[src/design/svs_pkg.sv]
// ----------------------------------------------------------------------------
// svs_pkg
// Types, codes and helpers shared by the sortable value store.
// ----------------------------------------------------------------------------
package svs_pkg;

    localparam int CAPACITY = 1024;
    localparam int ADDR_W   = $clog2(CAPACITY);
    localparam int CNT_W    = ADDR_W + 1;

    localparam logic [2:0] CMD_PUSH   = 3'd0;
    localparam logic [2:0] CMD_POP    = 3'd1;
    localparam logic [2:0] CMD_GET    = 3'd2;
    localparam logic [2:0] CMD_SET    = 3'd3;
    localparam logic [2:0] CMD_REMOVE = 3'd4;
    localparam logic [2:0] CMD_SORT   = 3'd5;
    localparam logic [2:0] CMD_FIND   = 3'd6;

    localparam logic [2:0] ST_OK       = 3'd0;
    localparam logic [2:0] ST_EMPTY    = 3'd1;
    localparam logic [2:0] ST_BOUND    = 3'd2;
    localparam logic [2:0] ST_SORTED   = 3'd3;
    localparam logic [2:0] ST_NOTFOUND = 3'd4;
    localparam logic [2:0] ST_FULL     = 3'd5;

    localparam logic [1:0] MARK_NONE = 2'd0;
    localparam logic [1:0] MARK_ASC  = 2'd1;
    localparam logic [1:0] MARK_DSC  = 2'd2;

    typedef struct packed {
        logic [2:0]         command;
        logic signed [31:0] data_value;
        logic [9:0]         position;
        logic               sort_order;
    } t_in;

    typedef struct packed {
        logic [2:0]         status;
        logic signed [31:0] read_value;
        logic [9:0]         found_index;
        logic [10:0]        entry_total;
    } t_out;

    // one read and one write per cycle; sel 0 = main store, 1 = scratch
    typedef struct packed {
        logic              re;
        logic              rsel;
        logic [ADDR_W-1:0] raddr;
        logic              we;
        logic              wsel;
        logic [ADDR_W-1:0] waddr;
        logic [31:0]       wdata;
    } t_mem_req;

    function automatic logic less_than(input logic [31:0] a, input logic [31:0] b);
        less_than = $signed(a) < $signed(b);
    endfunction

    // a must come after b in the requested order
    function automatic logic goes_after(input logic [31:0] a, input logic [31:0] b,
                                        input logic desc);
        goes_after = desc ? less_than(a, b) : less_than(b, a);
    endfunction

endpackage

[src/design/svs_seq.sv]
// ----------------------------------------------------------------------------
// svs_seq
// Command sequencer: one compare/address unit stepped over the stores.
// ----------------------------------------------------------------------------
module svs_seq (
    input  logic              i_clk,
    input  logic              i_rst_n,
    input  logic              i_start,
    input  svs_pkg::t_in      i_cmd,
    output logic              o_idle,
    output svs_pkg::t_mem_req o_req,
    input  logic [31:0]       i_rdata_main,
    input  logic [31:0]       i_rdata_scr,
    output logic              o_res_valid,
    output svs_pkg::t_out     o_res,
    input  logic              i_res_take
);
    import svs_pkg::*;

    localparam logic [3:0] S_IDLE   = 4'd0;
    localparam logic [3:0] S_EXEC   = 4'd1;
    localparam logic [3:0] S_RDWAIT = 4'd2;
    localparam logic [3:0] S_RM_CAP = 4'd3;
    localparam logic [3:0] S_RM_RD  = 4'd4;
    localparam logic [3:0] S_RM_WR  = 4'd5;
    localparam logic [3:0] S_CP_RD  = 4'd6;
    localparam logic [3:0] S_CP_WR  = 4'd7;
    localparam logic [3:0] S_SI_ST  = 4'd8;
    localparam logic [3:0] S_SI_KEY = 4'd9;
    localparam logic [3:0] S_SI_CHK = 4'd10;
    localparam logic [3:0] S_SI_CMP = 4'd11;
    localparam logic [3:0] S_SR_CHK = 4'd12;
    localparam logic [3:0] S_SR_CMP = 4'd13;
    localparam logic [3:0] S_DONE   = 4'd14;

    logic [3:0]       r_state, n_state;
    t_in              r_in, n_in;
    logic [CNT_W-1:0] r_cnt, n_cnt;
    logic [1:0]       r_mark, n_mark;
    logic [CNT_W-1:0] r_i, n_i;
    logic [CNT_W-1:0] r_k, n_k;
    logic [CNT_W-1:0] r_lo, n_lo;
    logic [CNT_W-1:0] r_hi, n_hi;
    logic [CNT_W-1:0] r_mid, n_mid;
    logic [31:0]      r_key, n_key;
    logic             r_sel, n_sel;
    logic             r_dir, n_dir;
    logic             r_rdsel, n_rdsel;
    t_out             r_res, n_res;

    logic [31:0]      rdata;
    logic [CNT_W-1:0] pos_ext;
    logic [CNT_W-1:0] i_inc;
    logic [CNT_W-1:0] k_dec;
    logic [CNT_W-1:0] mid_calc;
    logic [1:0]       want;

    assign rdata    = r_rdsel ? i_rdata_scr : i_rdata_main;
    assign pos_ext  = CNT_W'(r_in.position);
    assign i_inc    = r_i + 1'b1;
    assign k_dec    = r_k - 1'b1;
    assign mid_calc = r_lo + ((r_hi - 1'b1 - r_lo) >> 1);
    assign want     = r_in.sort_order ? MARK_DSC : MARK_ASC;

    always_comb begin
        n_state = r_state;
        n_in    = r_in;
        n_cnt   = r_cnt;
        n_mark  = r_mark;
        n_i     = r_i;
        n_k     = r_k;
        n_lo    = r_lo;
        n_hi    = r_hi;
        n_mid   = r_mid;
        n_key   = r_key;
        n_sel   = r_sel;
        n_dir   = r_dir;
        n_res   = r_res;
        o_req   = '0;

        unique case (r_state)
            S_IDLE: begin
                if (i_start) begin
                    n_in    = i_cmd;
                    n_res   = '0;
                    n_state = S_EXEC;
                end
            end
            S_EXEC: begin
                n_state = S_DONE;
                case (r_in.command)
                    CMD_PUSH: begin
                        if (r_cnt >= CNT_W'(CAPACITY)) begin
                            n_res.status = ST_FULL;
                        end else begin
                            o_req.we    = 1'b1;
                            o_req.waddr = r_cnt[ADDR_W-1:0];
                            o_req.wdata = r_in.data_value;
                            n_cnt       = r_cnt + 1'b1;
                            n_mark      = MARK_NONE;
                        end
                    end
                    CMD_POP: begin
                        if (r_cnt == '0) begin
                            n_res.status = ST_EMPTY;
                        end else begin
                            n_cnt       = r_cnt - 1'b1;
                            o_req.re    = 1'b1;
                            o_req.raddr = n_cnt[ADDR_W-1:0];
                            n_state     = S_RDWAIT;
                        end
                    end
                    CMD_GET: begin
                        if (pos_ext >= r_cnt) begin
                            n_res.status = ST_BOUND;
                        end else begin
                            o_req.re    = 1'b1;
                            o_req.raddr = pos_ext[ADDR_W-1:0];
                            n_state     = S_RDWAIT;
                        end
                    end
                    CMD_SET: begin
                        if (pos_ext >= r_cnt) begin
                            n_res.status = ST_BOUND;
                        end else begin
                            o_req.we    = 1'b1;
                            o_req.waddr = pos_ext[ADDR_W-1:0];
                            o_req.wdata = r_in.data_value;
                            n_mark      = MARK_NONE;
                        end
                    end
                    CMD_REMOVE: begin
                        if (pos_ext >= r_cnt) begin
                            n_res.status = ST_BOUND;
                        end else begin
                            o_req.re    = 1'b1;
                            o_req.raddr = pos_ext[ADDR_W-1:0];
                            n_i         = pos_ext;
                            n_state     = S_RM_CAP;
                        end
                    end
                    CMD_SORT: begin
                        if (r_mark == want) begin
                            n_res.status = ST_SORTED;
                        end else begin
                            n_sel   = 1'b0;
                            n_dir   = r_in.sort_order;
                            n_i     = CNT_W'(1);
                            n_state = S_SI_ST;
                        end
                    end
                    CMD_FIND: begin
                        if (r_cnt == '0) begin
                            n_res.status = ST_EMPTY;
                        end else if (r_mark == MARK_NONE) begin
                            n_i     = '0;
                            n_state = S_CP_RD;
                        end else begin
                            n_sel   = 1'b0;
                            n_dir   = (r_mark == MARK_DSC);
                            n_lo    = '0;
                            n_hi    = r_cnt;
                            n_state = S_SR_CHK;
                        end
                    end
                    default: ;
                endcase
            end
            S_RDWAIT: begin
                n_res.read_value = rdata;
                n_state          = S_DONE;
            end
            S_RM_CAP: begin
                n_res.read_value = rdata;
                n_state          = S_RM_RD;
            end
            S_RM_RD: begin
                if (i_inc < r_cnt) begin
                    o_req.re    = 1'b1;
                    o_req.raddr = i_inc[ADDR_W-1:0];
                    n_state     = S_RM_WR;
                end else begin
                    n_cnt   = r_cnt - 1'b1;
                    n_state = S_DONE;
                end
            end
            S_RM_WR: begin
                o_req.we    = 1'b1;
                o_req.waddr = r_i[ADDR_W-1:0];
                o_req.wdata = rdata;
                n_i         = i_inc;
                n_state     = S_RM_RD;
            end
            S_CP_RD: begin
                if (r_i < r_cnt) begin
                    o_req.re    = 1'b1;
                    o_req.raddr = r_i[ADDR_W-1:0];
                    n_state     = S_CP_WR;
                end else begin
                    n_sel   = 1'b1;
                    n_dir   = 1'b0;
                    n_i     = CNT_W'(1);
                    n_state = S_SI_ST;
                end
            end
            S_CP_WR: begin
                o_req.we    = 1'b1;
                o_req.wsel  = 1'b1;
                o_req.waddr = r_i[ADDR_W-1:0];
                o_req.wdata = rdata;
                n_i         = i_inc;
                n_state     = S_CP_RD;
            end
            // insertion sort on the selected store
            S_SI_ST: begin
                if (r_i < r_cnt) begin
                    o_req.re    = 1'b1;
                    o_req.rsel  = r_sel;
                    o_req.raddr = r_i[ADDR_W-1:0];
                    n_state     = S_SI_KEY;
                end else if (r_in.command == CMD_SORT) begin
                    n_mark  = want;
                    n_state = S_DONE;
                end else begin
                    n_lo    = '0;
                    n_hi    = r_cnt;
                    n_state = S_SR_CHK;
                end
            end
            S_SI_KEY: begin
                n_key   = rdata;
                n_k     = r_i;
                n_state = S_SI_CHK;
            end
            S_SI_CHK: begin
                if (r_k == '0) begin
                    o_req.we    = 1'b1;
                    o_req.wsel  = r_sel;
                    o_req.waddr = '0;
                    o_req.wdata = r_key;
                    n_i         = i_inc;
                    n_state     = S_SI_ST;
                end else begin
                    o_req.re    = 1'b1;
                    o_req.rsel  = r_sel;
                    o_req.raddr = k_dec[ADDR_W-1:0];
                    n_state     = S_SI_CMP;
                end
            end
            S_SI_CMP: begin
                o_req.we    = 1'b1;
                o_req.wsel  = r_sel;
                o_req.waddr = r_k[ADDR_W-1:0];
                if (goes_after(rdata, r_key, r_dir)) begin
                    o_req.wdata = rdata;
                    n_k         = k_dec;
                    n_state     = S_SI_CHK;
                end else begin
                    o_req.wdata = r_key;
                    n_i         = i_inc;
                    n_state     = S_SI_ST;
                end
            end
            // binary search over [lo, hi)
            S_SR_CHK: begin
                if (r_lo < r_hi) begin
                    o_req.re    = 1'b1;
                    o_req.rsel  = r_sel;
                    o_req.raddr = mid_calc[ADDR_W-1:0];
                    n_mid       = mid_calc;
                    n_state     = S_SR_CMP;
                end else begin
                    n_res.status = ST_NOTFOUND;
                    n_state      = S_DONE;
                end
            end
            S_SR_CMP: begin
                if (rdata == r_in.data_value) begin
                    n_res.found_index = r_mid[9:0];
                    n_state           = S_DONE;
                end else begin
                    if (less_than(r_in.data_value, rdata) != r_dir) begin
                        n_hi = r_mid;
                    end else begin
                        n_lo = r_mid + 1'b1;
                    end
                    n_state = S_SR_CHK;
                end
            end
            S_DONE: begin
                if (i_res_take) begin
                    n_state = S_IDLE;
                end
            end
            default: n_state = S_IDLE;
        endcase
    end

    assign n_rdsel = o_req.re ? o_req.rsel : r_rdsel;

    always_ff @(posedge i_clk) begin
        if (!i_rst_n) begin
            r_state <= S_IDLE;
            r_cnt   <= '0;
            r_mark  <= MARK_NONE;
        end else begin
            r_state <= n_state;
            r_cnt   <= n_cnt;
            r_mark  <= n_mark;
        end
        r_in    <= n_in;
        r_i     <= n_i;
        r_k     <= n_k;
        r_lo    <= n_lo;
        r_hi    <= n_hi;
        r_mid   <= n_mid;
        r_key   <= n_key;
        r_sel   <= n_sel;
        r_dir   <= n_dir;
        r_rdsel <= n_rdsel;
        r_res   <= n_res;
    end

    assign o_idle      = (r_state == S_IDLE);
    assign o_res_valid = (r_state == S_DONE);

    always_comb begin
        o_res             = r_res;
        o_res.entry_total = r_cnt;
    end
endmodule

[config.mk]
export PLATFORM = sky130hd
export DESIGN_NAME = svs_seq
export DESIGN_NICKNAME = d
export VERILOG_FILES = /design/src/design/svs_pkg.sv /design/src/design/svs_seq.sv
export SDC_FILE = /design/constraint.sdc
export NUM_CORES = 1
export LEC_CHECK = 0
export ABC_AREA = 1
export BUFFER_PORTS_ARGS = -buffer_cell sky130_fd_sc_hd__buf_2
export CORE_UTILIZATION = 60
export CTS_BUF_LIST = sky130_fd_sc_hd__clkbuf_2
export DETAILED_ROUTE_END_ITERATION = 7
export PLACE_DENSITY_LB_ADDON = 0.08
export SLEW_MARGIN = 0
export SYNTH_ARGS = -nofsm -noshare
export SYNTH_HDL_FRONTEND = slang
export SYNTH_SLANG_ARGS = --single-unit
[constraint.sdc]
create_clock -name i_clk -period 9 [get_ports i_clk]
set_input_delay 2.25 -clock i_clk [delete_from_list [all_inputs] [get_ports i_clk]]
set_output_delay 2.25 -clock i_clk [all_outputs]
set_load 0.01 [all_outputs]
==> impl_metrics.json <==
{
  "cts_tree": "yes",
  "synth-edff-count": 181,
  "die_area_um2": 24150,
  "syn_inst": 1748,
  "via_per_inst": 5.758,
  "min_period_ps": 7577,
  "final_cell_mix": "nand2_1 (402), inv_1 (237), buf_2 (227)",
  "finClkSkew_ps": 50.59,
  "synthFlopType": "edfxtp_1",
  "finalHoldViolCount": 0,
  "yosysUniqueCellTypes": 50,
  "path_max_fanout": 64,
  "ys_warn_count": 0,
  "core_area_um2": 22850,
  "slew_headroom_pct": 16.96,
  "nets": 2215,
  "ios": 228,
  "fmax_mhz": 132.0,
  "syn_area_per_cell_um2": 8.077,
  "p_leak_uw": 0.007501,
  "critical_path_class": "primary input to output port",
  "numCtsBuffers": 17,
  "post_route_cells_drive_above_1_share_pct": 16.84,
  "grt-ovfl-total": 0,
  "grt_pass1_wl_um": 61800,
  "clock_tree.buffer_depth": 2,
  "drt_iter0_markers": 1364,
  "hold_buffers": 0,
  "die_h_um": 155.4,
  "tns_ps": 0,
  "num_rows": 55,
  "finalCritPeriodShare_pct": 84.19,
  "required_ps": 6750,
  "cp-end-kind": "output port",
  "switchingPower_uw": 2429,
  "place_congestion": 0.9780,
  "wirelength_um": 40080,
  "dr.pass1.iters": 7,
  "synth-seq-cells": 198,
  "pwr-share-clk_pct": 9.2,
  "ant_nets": 0,
  "final_max_slew_viol_count": 0,
  "max_cap_violations": 0,
  "grt_max_degree": 65,
  "areaGrowthSynthToFinish_pct": 12.09,
  "cts-resized-gates": 0,
  "vias": 13232,
  "worst_pin_slew_ps": 1241,
  "final_common_cell": "nand2_1",
  "critPathLaunchType": "primary input",
  "initial_core_util_pct": 61.80,
  "seqPwrFrac_pct": 32.6,
  "port_buffers": 227,
  "cp.arrival_ps": 5330,
  "combPwrFrac_pct": 58.2,
  "cts_root_buffer": "clkbuf_2",
  "cts.sinks": 198,
  "grt_pass1_vias": 12223,
  "seq_area_frac_synth_pct": 40.91,
  "max-vdd-ir-drop_mv": 0.2323,
  "p_sw_share_pct": 49.43,
  "gr-usage-all-layers_pct": 32.90,
  "powerDensity_nw_per_um2": 310.5,
  "fill_cells": 1944,
  "postCtsSetupRepairBufs": 0,
  "report.power.total_uw": 4914,
  "syn-num-nets": 1992,
  "clk_latency_ps": 830,
  "synth.cell_area_um2": 14120,
  "dp_hpwl_um": 29990,
  "power.internal_uw": 2485,
  "async_flop_share_pct": 0,
  "hp-class": "register to register",
  "clkTransAtPathRegs_ps": 260,
  "wl_per_cell_um": 17.44,
  "finalSetupViolations": 0,
  "antenna_found_initial": 2,
  "grt_setup_unrepaired": "no",
  "die_w_um": 155.4,
  "cts_max_level": 4,
  "status": "finished clean",
  "drc": 0
}
==> cell usage after synthesis, types with 7 or more instances <==
cell type / number / area, µm²
o211ai_1: 11 / 82.58
o22ai_1: 33 / 206.5
edfxtp_1: 181 / 5435
inv_2: 15 / 56.30
nor2_1: 137 / 514.2
nor2_2: 11 / 68.82
o21ai_0: 133 / 665.6
xnor2_1: 9 / 78.83
a221oi_1: 7 / 61.31
nand2_1: 402 / 1509
clkbuf_1: 19 / 71.32
buf_2: 17 / 85.08
a21oi_1: 108 / 540.5
o21bai_1: 12 / 90.09
nand4_1: 16 / 100.1
xor2_1: 31 / 271.5
nor3_1: 24 / 120.1
a31oi_1: 36 / 225.2
nand3_1: 57 / 285.3
o21ai_1: 39 / 195.2
ha_1: 128 / 1602
dfxtp_1: 17 / 340.3
inv_1: 237 / 889.6
==> layer usage <==
layer,GRT usage (%),wire [µm],up-vias
li1,-,-,6393
met1,45.95,17390,6037
met2,52.89,18110,728
met3,5.014,3767,74
met4,9.851,807,0
met5,0,0,-
==> power by group through the flow <==
stage                     Combinational, µW  Clock [µW]  Sequential [µW]
after floorplan                        1950           0             1620
after global placement                 2700           0             1610
after detailed placement               2790           0             1620
after CTS                              2810         455             1590
after global routing                   3180         487             1630
final                                  2860         454             1600
==> path summary, 6_finish.rpt <==
| path | from | endpoint | slack, ps | cells past startpoint |
|---|---|---|---|---|
| max reg2reg | r_rdsel | r_i[7] | 4910 | 14 |
| max | i_rdata_main[27] | o_req[7] | 1420 | 17 |
| min reg2reg | r_mark[0] | r_mark[0] | 520 | 2 |
| min | r_mark[0] | r_mark[0] | 520 | 2 |
==> flip-flops by register name, indices dropped and copies added, names as in the netlist <==
register	cells
r_in	36
r_k	11
r_cnt	11
r_i	11
r_hi	11
r_mid	11
r_mark	2
o_res	45
r_lo	11
pos_ext	10
r_rdsel	1
r_state	4
r_sel	1
r_key	32
r_dir	1
==> per-stage QoR <==
stage               std cells  hold slack (ps)  util [%]  cell area (µm²)  worst slack [ps]
finish                   2298            523.9     69.27            15830              1423
global route             2298            558.8     69.27            15830              1150
CTS                      2296            520.4     69.24            15820              1479
detailed placement       2265            493.1     68.20            15580              1520
global placement         2265            480.6     68.20            15580              1650
floorplan                1748            462.6         -            14120              2468
==> layout make-up <==
type | instances | area [µm²] | share of cell area, %
multi-input combinational | 1246 | 7123 | 45.01
sequential | 198 | 5776 | 36.50
tap | 313 | 391.6 | 2.475
inverter | 254 | 953.4 | 6.025
clock buffer | 19 | 95.09 | 0.6009
clock inverter | 12 | 142.6 | 0.9013
timing repair buffer | 254 | 1339 | 8.460
antenna | 2 | 5.005 | 0.03163
==> critical path, cell delays in order <==
cell and delay, ps:
buf_2 90, o21ai_0 580, ha_1 390, a21oi_1 140, o21ai_0 130, nand2_1 80, nand2_1 40, a21oi_1 220
nand2_1 110, nand2_1 90, nand3_2 100, nand2_4 520, nand2_1 140, o21ai_1 130, nand2_1 70, nand2_1 80
buf_2 130
==> cells by family after synthesis <==
logic type	share of synthesized area, %
AOI/OAI and AO/OA	15.89
and+or+nand+nor	20.23
buffers and inverters	8.862
DFF	40.91
adders and majority gates	11.63
xor gates and xnor gates	2.481
Note: power is estimated with default switching activity, not from simulation.
